**config.mk**
```make
export PLATFORM = sky130hd
export DESIGN_NAME = wed_cell
export DESIGN_NICKNAME = d
export VERILOG_FILES = /design/src/design/wed_pkg.sv /design/src/design/wed_cell.sv
export SDC_FILE = /design/constraint.sdc
export NUM_CORES = 1
export LEC_CHECK = 0
export ABC_AREA = 0
export BUFFER_PORTS_ARGS = -buffer_cell sky130_fd_sc_hd__clkbuf_2
export CAP_MARGIN = 40
export CORE_UTILIZATION = 42
export DETAILED_ROUTE_END_ITERATION = 8
export GPL_TIMING_DRIVEN = 0
export PLACE_DENSITY = 0.74
export SETUP_SLACK_MARGIN = 0.4
export SYNTH_ARGS = -nofsm -noshare
export SYNTH_HDL_FRONTEND = slang
export SYNTH_SLANG_ARGS = --single-unit
```
**constraint.sdc**
```tcl
create_clock -name i_clk -period 14.6 [get_ports i_clk]
set_input_delay 4.38 -clock i_clk [delete_from_list [all_inputs] [get_ports i_clk]]
set_output_delay 4.38 -clock i_clk [all_outputs]
set_load 0.1 [all_outputs]
```
**src/design/wed_pkg.sv**
```systemverilog
`default_nettype none

package wed_pkg;

    localparam int CHAR_W    = 8;
    localparam int REQ_W     = 2;
    localparam int COST_W    = 3;
    localparam int CFG_IDX_W = 2;
    localparam int DIST_W    = 11;
    localparam int DIST_MAX  = 2047;

    localparam logic [COST_W-1:0] SUB_COST_RST = 3'd2;
    localparam logic [COST_W-1:0] INS_COST_RST = 3'd1;
    localparam logic [COST_W-1:0] DEL_COST_RST = 3'd1;

    typedef enum logic [CFG_IDX_W-1:0] {
        CFG_SUB = 2'd0,
        CFG_INS = 2'd1,
        CFG_DEL = 2'd2
    } t_cfg_idx;

    typedef enum logic [REQ_W-1:0] {
        REQ_FIRST   = 2'd0,
        REQ_SECOND  = 2'd1,
        REQ_COMPUTE = 2'd2
    } t_req;

    // control travelling along the cell row
    typedef struct packed {
        logic vld;
        logic last;
        logic res_vld;
    } t_link_ctl;

endpackage

`default_nettype wire

```
**src/design/wed_cell.sv**
```systemverilog
`default_nettype none

module wed_cell #(
    parameter int IDX = 0,
    parameter int LW  = 8,
    parameter int VW  = 11
) (
    input  wire logic                           i_clk,
    input  wire logic                           i_rst_n,
    input  wire logic                           i_init,
    input  wire logic                           i_wr_en,
    input  wire logic [LW-1:0]                  i_wr_pos,
    input  wire logic [wed_pkg::CHAR_W-1:0]     i_wr_char,
    input  wire logic [wed_pkg::COST_W-1:0]     i_sub,
    input  wire logic [wed_pkg::COST_W-1:0]     i_ins,
    input  wire logic [wed_pkg::COST_W-1:0]     i_del,
    input  wire logic [LW-1:0]                  i_n,
    input  wire wed_pkg::t_link_ctl             i_ctl,
    input  wire logic [wed_pkg::CHAR_W-1:0]     i_ch,
    input  wire logic [VW-1:0]                  i_val,
    input  wire logic [VW-1:0]                  i_res,
    output wed_pkg::t_link_ctl                  o_ctl,
    output logic [wed_pkg::CHAR_W-1:0]          o_ch,
    output logic [VW-1:0]                       o_val,
    output logic [VW-1:0]                       o_res
);

    wed_pkg::t_link_ctl               r_ctl;
    logic [wed_pkg::CHAR_W-1:0]       r_b;
    logic [wed_pkg::CHAR_W-1:0]       r_ch;
    logic [VW-1:0]                    r_val;
    logic [VW-1:0]                    r_diag;
    logic [VW-1:0]                    r_res;
    logic [VW:0]                      w_s_sub;
    logic [VW:0]                      w_s_ins;
    logic [VW:0]                      w_s_del;
    logic [VW:0]                      w_m;
    logic [VW-1:0]                    w_new;
    logic                             w_is_n;

    assign w_is_n  = (i_n == LW'(IDX + 1));
    assign w_s_sub = {1'b0, r_diag}
                   + ((i_ch != r_b) ? (VW + 1)'(i_sub) : '0);
    assign w_s_ins = {1'b0, i_val} + (VW + 1)'(i_ins);
    assign w_s_del = {1'b0, r_val} + (VW + 1)'(i_del);

    always_comb begin
        w_m = (w_s_ins <= w_s_del) ? w_s_ins : w_s_del;
        if (w_s_sub <= w_m) begin
            w_m = w_s_sub;
        end
        w_new = w_m[VW-1:0];
    end

    always_ff @(posedge i_clk) begin
        if (!i_rst_n) begin
            r_ctl <= '0;
        end else if (i_init) begin
            r_ctl <= '0;
        end else begin
            r_ctl.vld  <= i_ctl.vld;
            r_ctl.last <= i_ctl.last;
            if (i_ctl.vld && i_ctl.last && w_is_n) begin
                r_ctl.res_vld <= 1'b1;
            end else begin
                r_ctl.res_vld <= i_ctl.res_vld;
            end
        end
    end

    always_ff @(posedge i_clk) begin
        if (i_wr_en && (i_wr_pos == LW'(IDX))) begin
            r_b <= i_wr_char;
        end
        r_ch <= i_ch;
        if (i_init) begin
            r_val  <= VW'(IDX + 1) * VW'(i_ins);
            r_diag <= VW'(IDX) * VW'(i_ins);
        end else if (i_ctl.vld) begin
            r_val  <= w_new;
            r_diag <= i_val;
        end
        if (i_ctl.vld && i_ctl.last && w_is_n) begin
            r_res <= w_new;
        end else begin
            r_res <= i_res;
        end
    end

    assign o_ctl = r_ctl;
    assign o_ch  = r_ch;
    assign o_val = r_val;
    assign o_res = r_res;

endmodule

`default_nettype wire

```
-- Word level (Yosys, flattened, before mapping)
Index checks and enable logic that the tools add are counted.
- register bits after elaboration: 52
- bits of input ports: 70
- output and inout bits: 33
- word-level logic and storage cells: 30
- $add $sub $neg: 3
- magnitude comparators: 2
- equal/unequal tests: 2
- mux-type cells: 7
- bitwise logic cells: 1
- reductions and logical operators: 6
- operators with widths (kind ; number):
    $add A11 B3 Y12 ; 3
    $le A12 B12 Y1 ; 2
    $mux W11 ; 2
    $mux W12 ; 1
    $mux W3 ; 3
    $eq A8 B1 Y1 const B ; 1
    $logic_not A8 Y1 ; 1
    $ne A8 B8 Y1 ; 1
    $logic_and A1 B1 Y1 ; 3
    $reduce_bool A2 Y1 ; 1
    $reduce_or A2 Y1 ; 1
    $mux W1 ; 1
    $not A1 Y1 ; 1

-- Longest topological paths before layout
- depth after elaboration: 7
- mapped depth: 27
- depth with buffers taken out: 26

-- Least setup slack after synthesis
No wires, ideal clock.
- kind: input port to flip-flop
- start point: input i_del[0] (netlist bit)
- end point: register r_val[0] (netlist: o_val[0]), data pin
- library setup time: 0.188 ns
- arrival: 9.133 ns
- data required time: 14.412 ns
- setup slack: 5.279 ns
- stages on the path: 24
- path buffers: 2
- cells stage by stage: ha_1 inv_1 fa_1 nor2b_1 o21ai_0 nor2_1 nand3_1 xor2_1 ha_1 nand3_1 o31ai_1 a31oi_2 o21a_4 nor2_4 buf_2 o21ai_0 ha_1 nor2b_1 o211ai_1 a211oi_1 o31ai_1 clkbuf_1 nor4_1 o41ai_1
- cells in the longest elaborated chain, start to end: 7
- ends and longest elaborated chain (item ; line ; RTL):
    start: declaration ; wed_cell.sv:16 ; input wire logic [wed_pkg::COST_W-1:0] i_del,
    $add A11 B3 Y12 (*) ; wed_cell.sv:45 ; assign w_s_del = {1'b0, r_val} + (VW + 1)'(i_del);
    $le A12 B12 Y1 ; wed_cell.sv:48 ; w_m = (w_s_ins <= w_s_del) ? w_s_ins : w_s_del;
    $mux W12 (*) ; wed_cell.sv:48 ;
    $le A12 B12 Y1 ; wed_cell.sv:49 ; if (w_s_sub <= w_m) begin
    $mux W11 (*) ; wed_cell.sv:49 ;
    $mux W3 (*) ; wed_cell.sv:79 ; end else if (i_ctl.vld) begin
    $mux W3 (*) ; wed_cell.sv:76 ; if (i_init) begin
    end signal: assignment ; wed_cell.sv:77 ; r_val <= VW'(IDX + 1) * VW'(i_ins);
    end signal: assignment ; wed_cell.sv:80 ; r_val <= w_new;
    end: declaration ; wed_cell.sv:31 ; logic [VW-1:0] r_val;
Every way passes the cells marked *; elsewhere a longest branch is shown, timed or not. The select of a mux whose other input is x is not followed.
A chain may end at the register's enable or synchronous reset.

-- Worst setup path after layout
- start point: input i_ins[1] (netlist bit)
- end point: register r_val[2] (netlist: o_val[2]), data pin
- cells in the longest elaborated chain, start to end: 7
- ends and longest elaborated chain (item ; line ; RTL):
    start: declaration ; wed_cell.sv:15 ; input wire logic [wed_pkg::COST_W-1:0] i_ins,
    $add A11 B3 Y12 (*) ; wed_cell.sv:44 ; assign w_s_ins = {1'b0, i_val} + (VW + 1)'(i_ins);
    $le A12 B12 Y1 ; wed_cell.sv:48 ;
    $mux W12 (*) ; wed_cell.sv:48 ;
    $le A12 B12 Y1 ; wed_cell.sv:49 ;
    $mux W11 (*) ; wed_cell.sv:49 ;
    $mux W3 (*) ; wed_cell.sv:79 ;
    $mux W3 (*) ; wed_cell.sv:76 ;
Marked as above.

==> summary.md <==
| Metric | Value |
|---|---|
| Hold crit path type | reg2reg |
| Main area contributors after synthesis | dfxtp_1 (23%), ha_1 (11%), edfxtp_1 (9.3%) |
| Pwr Total | 511 uW |
| Die Y | 93.8 um |
| CP max stage delay | 0.76 ns |
| Maximum vdd drop | 0.0463 mV |
| Core area | 8180 um^2 |
| Startpoint Class | input pin |
| Cell count after synthesis | 390 |
| Final non-filler cell total | 605 |
| Fin nets | 603 |
| Effective utilization at floorplan | 43.3% |
| ANT cells | 0 |
| Initial antenna violation count | 0 |
| Io pins | 103 |
| Post-CTS Setup Inserts | 0 |
| Status | finished clean |
| Max_slew headroom | 40.4% |
| Mean Syn Cell Area | 9.08 um^2 |
| Syn nets | 494 |
| Gr usage total | 21.4% |
| Synth async-reset ratio | 0% |
| GRT overflow | 0 |
| Final worst-path cycle share | 70.9% |
| Arrival @ worst endpoint | 10.55 ns |
| Final Critical Period | 10.35 ns |
| Top-area cell type share of the netlist area | 23.2% |
| CTS tree | built |
| Die extent in x | 93.8 um |
| Pleak | 0.00197 uW |
| Post-route DRC | 0 |
| Fmax | 96.6 MHz |
| Post-route clock skew | 0.0145 ns |
| Die area | 8800 um^2 |
| Hold buffer count at cts | 0 |
| Vias per cell | 5.51 |
| Slew Viols, Final | 0 |
| Post-Syn Area | 3540 um^2 |
| ANT nets after route | 0 |
| Critical path required time | 14.80 ns |
| Hold violation total from the final report | 0 |
| # port buffers | 101 |
| RSZ-0062 raised after global routing | false |
| Pin count of the biggest net entering global routing | 20 |
| Share of layout cells above drive strength 1 | 26.0% |
| Max FO, Critical Path | 10 |
| CTS root buffer | clkbuf_8 |
| Insertion delay to the later sink of the worst-skew pair | 0.32 ns |
| Cts bufs inserted | 5 |
| Initial drt markers | 136 |
| Area Growth Syn to Fin | 20.9% |
| Final HPWL DP | 7570 um |
| Wire per inst | 15.3 um |
| Final setup margin | 4.25 ns |
| Yosys warns | 0 |
| Final TNS setup | 0 ns |
| Vias in the first global route | 3,065 |
| Synth cell types | 63 |
| Kind of critical path | in2reg |
| Hold Crit Depth | 2 |
| Gp weighted congestion | 0.868 |
| CTS resizes | 0 |
| Row count | 33 |
| Post-Route WL | 9260 um |
| CTS sink cnt | 52 |
| Cell taking the most area after synthesis | dfxtp_1 |
| Dpl cells | 597 |
| CTS H-tree depth | 2 |
| Final-report setup violation count | 0 |
| Pwr Density | 119 nW/um^2 |
| Global-route wire length before repair | 14,600 um |
| Vias | 3,335 |
| Worst slew pin tran | 0.887 ns |
| Max_cap viols | 0 |
| Sequential-to-total area share from yosys stat | 32.5% |
| Longest Clk Path Bufs | 2 |
| Number of synthesized flops with an enable pin | 11 |
| Clock slew at the register clock pins of the worst setup and hold paths | 0.11 ns |
| Cells on worst reg2reg path | 27 |
| Yosys reg bits | 52 |
| Slowest CP cell | o31ai_1 |
| Critical Path Sink Type | register |
| Most used DFF post-synth | dfxtp_1 |
| Pre-antenna DRT Iters | 4 |
| Setup WS pre-CTS | 4.09 ns |
cells in the mapped netlist, drive strengths merged (6+ instances only):
cell type,n
dfxtp,41
nor2,33
ha,31
nand2,25
xor2,21
inv,18
nand3,18
a21oi,17
o21ai,16
mux2i,13
edfxtp,11
xnor2,11
and2,9
nor3,9
a211oi,8
o31ai,8
a21o,7
and3,7
clkbuf,7
nand4,7
nor4,7
nand2b,6
logic make-up (layout without fill, tap and decap cells):
logic type	Yosys count	count (layout)	synth area share (%)
xor+xnor	32	32	7.92
mux	17	17	5.05
flops	52	52	32.5
compound gates	87	87	17.6
buf+inv	28	138	3.00
simple gates	140	140	21.2
fa+ha+maj	34	34	12.7
metal layers:
metal / wire, um / GRT usage (%) / vias to the layer above
met1: 4080 / 26.8 / 1535
li1: - / - / 1648
met4: 191 / 7.18 / 0
met5: 0 / 0 / -
met2: 4350 / 37.1 / 132
met3: 643 / 3.40 / 20
layout make-up:
class,instances,area [um^2]
clock buffers,5,68.8
clock inverters,3,28.8
flip-flops and latches,52,1150
multi-input cells,310,2280
inverters,18,67.6
repair buffers,102,510
fillers,760,3900
well taps,105,131
plain buffers,10,38.8
flip-flops by register name, indices dropped and copies added, names as in the netlist:
register / count
o_res: 11
r_b: 8
o_ch: 8
r_diag: 11
o_val: 11
o_ctl: 3
report_power, final:
group          total [uW]  internal, uW  switching, uW
Sequential            168           158           10.3
Combinational         253          78.6            175
Clock                89.1          36.3           52.8
critical path, delay by kind of cell:
family                   cells  cell delay [ns]
AO/OA/AOI/OAI                9             2.79
AND/OR/NAND/NOR              7             1.10
buffers and inverters        4             0.89
adder cells (fa/ha/maj)      3             0.89
XOR/XNOR                     1             0.25
multiplexers                 1             0.24
path summary, 6_finish.rpt:
check        startpoint         to  slack, ns
max            i_ins[1]   o_val[2]       4.25
min           r_diag[0]  r_diag[0]       0.52
max reg2reg    o_val[0]   o_val[2]       8.20
min reg2reg   r_diag[0]  r_diag[0]       0.52
per-stage QoR:
| stage | cell area (um^2) | hold slack (ns) | utilization, % |
|---|---|---|---|
| floorplan | 3540 | 0.467 | - |
| global placement | 4180 | 0.483 | 51.1 |
| detailed placement | 4180 | 0.497 | 51.1 |
| CTS | 4280 | 0.525 | 52.3 |
| global route | 4280 | 0.553 | 52.3 |
| finish | 4280 | 0.518 | 52.3 |
layout by cell type, fill, tap and decap left out, types with 3 or more instances in the layout:
cell type,instances
clkbuf_8,5
nor3_1,7
nor2b_1,5
and2_1,9
o21ai_1,3
o22ai_1,3
o211ai_1,3
xnor2_1,11
mux2_2,3
fa_1,3
nand4_1,7
inv_1,18
xor2_1,21
clkbuf_2,101
ha_1,31
edfxtp_1,11
nand2_1,25
and3_1,7
o32ai_1,3
a21o_1,7
o21ai_0,12
nand2b_1,6
o31ai_1,8
nor2_1,32
or2_2,3
dfxtp_1,41
a21oi_1,17
nand3_1,18
mux2i_1,13
clkbuf_1,7
a211oi_1,7
nor4_1,6
Note: power is estimated with default switching activity, not from simulation.
